$ cat src/hdl/fhd_pkg.sv
// Package for the frame header deframer.
// Holds status codes, header byte positions, register indexes and the result word type.
// No dependencies.
`default_nettype none

package fhd_pkg;

	localparam int unsigned STATUS_W = 3;
	localparam int unsigned BYTE_W   = 8;
	localparam int unsigned LEN_W    = 64;
	localparam int unsigned MAGIC_W  = 32;
	localparam int unsigned IDX_W    = 4;
	localparam int unsigned CFG_IDX_W = 2;
	localparam int unsigned TDATA_W  = 2 * BYTE_W + LEN_W;

	localparam logic [STATUS_W-1:0] ST_HEADER_BYTE = 3'd0;
	localparam logic [STATUS_W-1:0] ST_HEADER_DONE = 3'd1;
	localparam logic [STATUS_W-1:0] ST_PAYLOAD     = 3'd2;
	localparam logic [STATUS_W-1:0] ST_BAD_MAGIC   = 3'd3;
	localparam logic [STATUS_W-1:0] ST_BAD_VERSION = 3'd4;
	localparam logic [STATUS_W-1:0] ST_OVERSIZED   = 3'd5;

	localparam logic [IDX_W-1:0] IDX_VERSION = 4'd4;
	localparam logic [IDX_W-1:0] IDX_TYPE    = 4'd5;
	localparam logic [IDX_W-1:0] IDX_LAST    = 4'd13;

	localparam logic [CFG_IDX_W-1:0] CFG_MAGIC   = 2'd0;
	localparam logic [CFG_IDX_W-1:0] CFG_VERSION = 2'd1;
	localparam logic [CFG_IDX_W-1:0] CFG_CAP     = 2'd2;

	localparam logic [MAGIC_W-1:0] MAGIC_RESET   = 32'd0;
	localparam logic [BYTE_W-1:0]  VERSION_RESET = 8'd3;
	localparam logic [LEN_W-1:0]   CAP_RESET     = 64'd16777216;

	typedef struct packed {
		logic [BYTE_W-1:0]   payload_byte;
		logic [LEN_W-1:0]    payload_length;
		logic [BYTE_W-1:0]   frame_type;
		logic [STATUS_W-1:0] status;
		logic                last;
	} result_t;

endpackage

`default_nettype wire

$ cat src/hdl/frame_header_deframer.sv
// Frame header deframer: checks a 14-byte header, then passes the payload through.
// Depends on fhd_pkg.
//
// channel  dir  handshake                   payload
// s_axis   in   s_axis_tvalid/s_axis_tready  tdata = rx_byte
// m_axis   out  m_axis_tvalid/m_axis_tready  tdata, tuser = status, tlast = last
// cfg      in   cfg_we                       cfg_index, cfg_data
//
// One word per cycle sustained while the output is not stalled; each word passes through the input register
// and then sits in the output register until taken.
// The throughput is set by the single decode step between the two registers.
// Reset clears all control state and loads the register defaults.
// A stalled output holds its word; input is still taken while the input stage is free.
`default_nettype none

module frame_header_deframer (
	input  wire logic                          clk,
	input  wire logic                          arst_n,
	input  wire logic                          s_axis_tvalid,
	output      logic                          s_axis_tready,
	input  wire logic [7:0]                    s_axis_tdata,   // [7:0] rx_byte
	output      logic                          m_axis_tvalid,
	input  wire logic                          m_axis_tready,
	output      logic [fhd_pkg::TDATA_W-1:0]   m_axis_tdata,   // [7:0] frame_type, [71:8] payload_length, [79:72] payload_byte
	output      logic [fhd_pkg::STATUS_W-1:0]  m_axis_tuser,   // [2:0] status
	output      logic                          m_axis_tlast,
	input  wire logic                          cfg_we,
	input  wire logic [fhd_pkg::CFG_IDX_W-1:0] cfg_index,
	input  wire logic [fhd_pkg::LEN_W-1:0]     cfg_data
);

	logic [fhd_pkg::MAGIC_W-1:0] magic_q;
	logic [fhd_pkg::BYTE_W-1:0]  version_q;
	logic [fhd_pkg::LEN_W-1:0]   cap_q;

	logic                        valid_s1;
	logic [fhd_pkg::BYTE_W-1:0]  byte_s1;

	logic                        in_payload_q, in_payload_n;
	logic [fhd_pkg::IDX_W-1:0]   hdr_idx_q, hdr_idx_n;
	logic                        magic_bad_q, magic_bad_n;
	logic                        version_bad_q, version_bad_n;
	logic [fhd_pkg::BYTE_W-1:0]  type_q, type_n;
	logic [fhd_pkg::LEN_W-1:0]   len_q, len_n;
	logic [fhd_pkg::LEN_W-1:0]   left_q, left_n;

	logic                        out_valid_q;
	fhd_pkg::result_t            res_q, res_n;

	logic                        adv_out;
	logic                        fire;
	logic [fhd_pkg::BYTE_W-1:0]  magic_want;

	assign adv_out       = !out_valid_q || m_axis_tready;
	assign fire          = valid_s1 && adv_out;
	assign s_axis_tready = !valid_s1 || adv_out;

	assign m_axis_tvalid = out_valid_q;
	assign m_axis_tdata  = {res_q.payload_byte, res_q.payload_length, res_q.frame_type};
	assign m_axis_tuser  = res_q.status;
	assign m_axis_tlast  = res_q.last;

	always_comb begin
		case (hdr_idx_q[1:0])
			2'd0:    magic_want = magic_q[31:24];
			2'd1:    magic_want = magic_q[23:16];
			2'd2:    magic_want = magic_q[15:8];
			default: magic_want = magic_q[7:0];
		endcase
	end

	always_comb begin
		in_payload_n  = in_payload_q;
		hdr_idx_n     = hdr_idx_q;
		magic_bad_n   = magic_bad_q;
		version_bad_n = version_bad_q;
		type_n        = type_q;
		len_n         = len_q;
		left_n        = left_q;
		res_n         = '0;
		res_n.status  = fhd_pkg::ST_HEADER_BYTE;

		if (in_payload_q) begin
			res_n.status         = fhd_pkg::ST_PAYLOAD;
			res_n.frame_type     = type_q;
			res_n.payload_length = len_q;
			res_n.payload_byte   = byte_s1;
			left_n               = left_q - 64'd1;
			if (left_q == 64'd1) begin
				res_n.last    = 1'b1;
				in_payload_n  = 1'b0;
				hdr_idx_n     = '0;
				magic_bad_n   = 1'b0;
				version_bad_n = 1'b0;
			end
		end else begin
			if (hdr_idx_q < fhd_pkg::IDX_VERSION) begin
				if (byte_s1 != magic_want) begin
					magic_bad_n = 1'b1;
				end
			end else if (hdr_idx_q == fhd_pkg::IDX_VERSION) begin
				if (byte_s1 != version_q) begin
					version_bad_n = 1'b1;
				end
			end else if (hdr_idx_q == fhd_pkg::IDX_TYPE) begin
				type_n = byte_s1;
			end else begin
				len_n = {len_q[fhd_pkg::LEN_W-fhd_pkg::BYTE_W-1:0], byte_s1};
			end

			if (hdr_idx_q >= fhd_pkg::IDX_LAST) begin
				in_payload_n  = 1'b0;
				hdr_idx_n     = '0;
				magic_bad_n   = 1'b0;
				version_bad_n = 1'b0;
				if (magic_bad_q) begin
					res_n.status = fhd_pkg::ST_BAD_MAGIC;
				end else if (version_bad_q) begin
					res_n.status = fhd_pkg::ST_BAD_VERSION;
				end else if (len_n > cap_q) begin
					res_n.status = fhd_pkg::ST_OVERSIZED;
				end else begin
					res_n.status         = fhd_pkg::ST_HEADER_DONE;
					res_n.frame_type     = type_n;
					res_n.payload_length = len_n;
					if (len_n == '0) begin
						res_n.last = 1'b1;
					end else begin
						in_payload_n = 1'b1;
						left_n       = len_n;
					end
				end
			end else begin
				hdr_idx_n = hdr_idx_q + 4'd1;
			end
		end
	end

	always_ff @(posedge clk or negedge arst_n) begin
		if (!arst_n) begin
			magic_q   <= fhd_pkg::MAGIC_RESET;
			version_q <= fhd_pkg::VERSION_RESET;
			cap_q     <= fhd_pkg::CAP_RESET;
		end else if (cfg_we) begin
			case (cfg_index)
				fhd_pkg::CFG_MAGIC:   magic_q   <= cfg_data[fhd_pkg::MAGIC_W-1:0];
				fhd_pkg::CFG_VERSION: version_q <= cfg_data[fhd_pkg::BYTE_W-1:0];
				fhd_pkg::CFG_CAP:     cap_q     <= cfg_data;
				default: ;
			endcase
		end
	end

	always_ff @(posedge clk or negedge arst_n) begin
		if (!arst_n) begin
			valid_s1 <= 1'b0;
		end else if (s_axis_tready) begin
			valid_s1 <= s_axis_tvalid;
		end
	end

	always_ff @(posedge clk) begin
		if (s_axis_tready && s_axis_tvalid) begin
			byte_s1 <= s_axis_tdata;
		end
	end

	always_ff @(posedge clk or negedge arst_n) begin
		if (!arst_n) begin
			in_payload_q  <= 1'b0;
			hdr_idx_q     <= '0;
			magic_bad_q   <= 1'b0;
			version_bad_q <= 1'b0;
			type_q        <= '0;
			len_q         <= '0;
			left_q        <= '0;
		end else if (fire) begin
			in_payload_q  <= in_payload_n;
			hdr_idx_q     <= hdr_idx_n;
			magic_bad_q   <= magic_bad_n;
			version_bad_q <= version_bad_n;
			type_q        <= type_n;
			len_q         <= len_n;
			left_q        <= left_n;
		end
	end

	always_ff @(posedge clk or negedge arst_n) begin
		if (!arst_n) begin
			out_valid_q <= 1'b0;
		end else if (adv_out) begin
			out_valid_q <= valid_s1;
		end
	end

	always_ff @(posedge clk) begin
		if (fire) begin
			res_q <= res_n;
		end
	end

endmodule

`default_nettype wire

$ cat config.mk
export PLATFORM = sky130hd
export DESIGN_NAME = frame_header_deframer
export DESIGN_NICKNAME = d
export VERILOG_FILES = /design/src/hdl/fhd_pkg.sv /design/src/hdl/frame_header_deframer.sv
export SDC_FILE = /design/constraint.sdc
export NUM_CORES = 1
export LEC_CHECK = 0
export BUFFER_PORTS_ARGS = -buffer_cell sky130_fd_sc_hd__buf_2
export CAP_MARGIN = 10
export CORE_ASPECT_RATIO = 0.8
export CORE_MARGIN = 2
export CORE_UTILIZATION = 50
export CTS_BUF_LIST = sky130_fd_sc_hd__clkbuf_8
export DETAILED_ROUTE_END_ITERATION = 16
export PLACE_DENSITY_LB_ADDON = 0.25
export RECOVER_POWER = 50
export SYNTH_ARGS = -nofsm -noshare
export SYNTH_HDL_FRONTEND = slang
export SYNTH_SLANG_ARGS = --single-unit
$ cat constraint.sdc
create_clock -name clk -period 12.8 [get_ports clk]
set_input_delay 2.56 -clock clk [delete_from_list [all_inputs] [get_ports clk]]
set_output_delay 2.56 -clock clk [all_outputs]
set_load 0.05 [all_outputs]
Word level (Yosys, flattened, before mapping)
Index checks and enable logic that the tools add are counted.
{"block": "totals", "ff_bits": 341, "in_bits": 79, "output_inout_bits": 86, "word_cells": 113}
{"block": "classes", "addsub": 2, "magnitude_cmp": 3, "n_eq_ne": 15, "n_mux": 47, "n_bitwise": 2, "reduce_logical": 24}
{"operator": "two-way mux 64 bit", "count": 10}
{"operator": "two-way mux 72 bit", "count": 3}
{"operator": "two-way mux 76 bit", "count": 2}
{"operator": "equality test 64 x 1 -> 1 bit (second input constant)", "count": 1}
{"operator": "> comparator 64 bit", "count": 1}
{"operator": "zero test 64 bit", "count": 1}
{"operator": "subtractor 64 x 1 -> 64 bit (second input constant)", "count": 1}
{"operator": "two-way mux 8 bit", "count": 3}
{"operator": "case mux 8 bit (3 select lines)", "count": 1}
{"operator": "two-way mux 1 bit", "count": 22}
{"operator": "!= test 8 bit", "count": 2}
{"operator": "two-way mux 4 bit", "count": 3}
{"operator": "nonzero test 3 bit", "count": 4}
{"operator": "AND reduction 2 bit", "count": 5}
{"operator": "two-way mux 3 bit", "count": 3}
{"operator": "equality test 4 x 3 -> 1 bit (second input constant)", "count": 2}
{"operator": "!= test 2 bit (second input constant)", "count": 4}
{"operator": "AND reduction 6 bit", "count": 1}
{"operator": "AND reduction 5 bit", "count": 1}
{"operator": "adder 4 x 1 -> 4 bit (second input constant)", "count": 1}
{"operator": "equality test 2 x 1 -> 1 bit (second input constant)", "count": 2}
{"operator": "equality test 2 bit (second input constant)", "count": 2}
{"operator": "greater-or-equal comparator 4 bit (second input constant)", "count": 1}
{"operator": "zero test 2 bit", "count": 2}
{"operator": "11 further kinds", "count": 15}

Depth between registers and ports, before layout
{"block": "depth", "word_depth": 12, "ltp_mapped": 20, "depth_no_buf": 16}

Worst setup path after synthesis
Ideal clock, no wire load.
{"block": "synth_timing", "kind": "input port to flip-flop", "start": "input m_axis_tready", "end": "register left_q[56] in the netlist's numbering", "setup_ns": 0.087, "t_arrival_ns": 6.366, "required_ns": 12.713, "slack_ns": 6.347, "path_stages": 8, "path_buffers": 3, "path_cell_list": "nand2b_1 > nand2_1 > inv_1 > clkbuf_1 > clkbuf_1 > clkbuf_1 > o221ai_1 > a21oi_1"}
{"block": "synth_between", "elab_chain_len": 3}
{"element": "from (decl)", "line": "frame_header_deframer.sv:23", "text": "input wire logic m_axis_tready,"}
{"element": "logical OR 1 bit", "line": "frame_header_deframer.sv:54", "text": "assign adv_out = !out_valid_q || m_axis_tready;"}
{"element": "logical AND 1 bit", "line": "frame_header_deframer.sv:55", "text": "assign fire = valid_s1 && adv_out;"}
{"element": "via fire", "line": "frame_header_deframer.sv:51", "text": "logic fire;"}
{"element": "AND reduction 6 bit (no source line)"}
{"element": "to (signal assigned)", "line": "frame_header_deframer.sv:184", "text": "left_q <= left_n;"}
{"element": "to (decl)", "line": "frame_header_deframer.sv:45", "text": "logic [fhd_pkg::LEN_W-1:0] left_q, left_n;"}
The timed path passes the listed nets, and every way through them passes these cells.
A chain may end at the register's enable or synchronous reset.

==> results.tsv <==
metric	value	unit
status	complete, but fails checks	
failing checks	max-capacitance violations, max-slew violations	
final hold violations	0	
RSZ-0062 raised after global routing	false	
first-pass GRT wire length	93500	um
hold buffers post-CTS	0	
sequential element share of the synthesized area	0.477	
Min Hold Slack	0.499	ns
non-filler cells, final	2544	
DRC errors left	0	
Die Width	221	um
synth top area cells	dfrtp_1, edfxtp_1, mux2_2	
FMAX	129	MHz
worst min-delay path class	flip-flop to flip-flop	
vias per cell	6.23	
clk slew on worst S/H paths	0.06	ns
Slew @ Worst Pin	6.23	ns
Pins Over Slew Limit	393	
antenna-violating nets left	0	
setup ws final	5.05	ns
commonest cells after routing, fill and taps aside	dfrtp_1, nand2_1, inv_1	
Leakage	9.26	nW
vias in the first global route	15411	
crit-path max FO	99	
most common cell after layout, fill and taps aside	dfrtp_1	
post-cts sizing count	0	
initial antenna violation count	0	
syn_nets	2031	
Synth top area share	0.326	
post-synth cell types	71	
most area-hungry cell type in the Yosys netlist	dfrtp_1	
area grow syn2layout	12.4	%
CTS tree	done	
required time of the critical path	12.00	ns
Syn Inst Count	1880	
Setup Viol. Count Final	0	
Synth async-reset ratio	0.730	
row count	63	
routability cong.	0.982	
Final period util	0.606	
Hold Path Depth	1	
Mean Syn Cell Area	10.0	um2
minimum clock period	7.75	ns
Crit. End Element	asynchronous set/reset pin	
CTS root buf	clkbuf_8	
TritonRoute pass-1 iters	6	
Fillers	3308	
hold path endpoint	type_q[1]	
Ports	165	
CP bufs+invs	1	
PortBufs	164	
Worst-Skew Late Latency	0.64	ns
Nets	2162	
ys flop type	dfrtp_1	
Num CTS Buffers	54	
post-synthesis register bit count	341	
hold_sp	type_q[1]	
max incr delay on CP	4.27	ns
Data arrival, critical path	6.95	ns
number of DRC markers in iteration 0	1983	
chip height	178	um
wire per inst	24.0	um
ratio of cells with drive above 1 in the final layout	0.183	
worst-path cell chain	clkbuf_1	
flop2flop setup slack	5.70	ns
Slew headroom	-3.15	
Ys Warns	0	
EDFF count, synth	92	
Slowest-stage cell, CP	clkbuf_1	
Synth Cell Area	18900	um2
dpl cells	2441	
Clock Sinks	341	
Crit Path Class	input port to asynchronous set/reset pin	
Util after Layout	0.571	
GRT Total Usage	0.311	
ANT cells	0	
CP delay by family, top	buffers and inverters	
Initial Utilization	0.508	
die area	39300	um2
reg-to-reg critical path endpoint	left_q[46]	
Vias	15843	
setup TNS	0	ns
dpl ws	5.87	ns
CP Launch Type	input port	
largest net degree at the start of global routing	103	
Post-Route WL	61100	um
post-CTS setup buffers	0	
pwr/cell area	242	nW/um2
R2R cell count	17	
Clock Skew	0.0313	ns
DP HPWL	42900	um
worst-case clock buffer depth	3	
Max VDD drop	0.000133	V
core outline area	37100	um2
Reg-to-Reg Start	hdr_idx_q[1]	
grt ovf	0	
Max Cap Viol	6	
H-tree depth	2	
## cell families (layout without fill, tap and decap cells)
group                      count (synthesis)  after routing  synth area share
AOI/OAI and AO/OA                        441            441             0.161
xor gates and xnor gates                  17             17           0.00789
adders and majority gates                 72             72            0.0477
buffers and inverters                    274            451            0.0556
DFF                                      341            341             0.477
muxes                                    187            187             0.107
and+or+nand+nor                          548            548             0.145
## power breakdown
group	internal [mW]	switching [mW]	total, mW
combinational	0.737	1.51	2.25
clock	0.570	0.471	1.04
sequential	1.46	0.393	1.85
total	2.77	2.37	5.14
## how the worst max path moves through the flow
stage | to | depth (start not counted) | start
4_1_cts | left_q[3] | 17 | hdr_idx_q[0]
5_1_grt | in_payload_q | 2 | arst_n
6_report | left_q[13] | 1 | arst_n
3_5_place_dp | left_q[3] | 16 | hdr_idx_q[0]
3_3_place_gp | left_q[46] | 16 | hdr_idx_q[0]
2_1_floorplan | left_q[56] | 8 | m_axis_tready
## per-stage QoR
| stage | cell area, um2 | power [mW] |
|---|---|---|
| after floorplan | 18900 | 3.27 |
| after global placement | 20100 | 3.99 |
| after detailed placement | 20100 | 4.05 |
| after CTS | 21300 | 5.10 |
| after global routing | 21200 | 5.43 |
| final | 21200 | 5.14 |
## flip-flops by register name, indices dropped and copies added, names as in the netlist
signal and count:
byte_s1 8, cap_q 64, hdr_idx_q 4, in_payload_q 1, left_q 64, len_q 64, m_axis_tdata 80, m_axis_tlast 1
m_axis_tuser 3, m_axis_tvalid 1, magic_bad_q 1, magic_q 32, type_q 8, valid_s1 1, version_bad_q 1, version_q 8
## cell type report
type | instances | area [um2] | share of cell area
timing repair buffer | 189 | 945 | 0.0445
clock buffer | 66 | 908 | 0.0428
inverter | 160 | 606 | 0.0286
multi-input combinational | 1265 | 8850 | 0.417
tap | 487 | 609 | 0.0287
clock inverter | 36 | 293 | 0.0138
sequential | 341 | 9000 | 0.424
## Yosys cell counts, types with 9 or more instances
master,n
edfxtp_1,92
a21oi_1,90
o31ai_1,58
xor2_1,16
o22ai_1,9
a21o_1,11
mux2_2,118
clkbuf_1,97
nor2_1,89
a21boi_0,15
nand4_1,30
o21a_1,22
nand3_1,39
nor4_1,39
o21ai_0,99
o221ai_1,14
o211ai_1,32
nand2_1,205
a221o_1,10
and2_1,27
and4_1,10
nor3_1,40
nor2b_1,12
ha_1,72
or4_1,16
o221a_1,13
a211oi_1,10
dfrtp_1,246
inv_1,160
mux2i_1,69
## layer usage
layer	track usage	up-vias	part of all wire
met5	0	-	0
met1	0.434	7764	0.43
li1	-	7133	-
met3	0.0684	130	0.096
met2	0.479	816	0.44
met4	0.115	0	0.034
No activity file was read; power rests on OpenSTA's default activity.
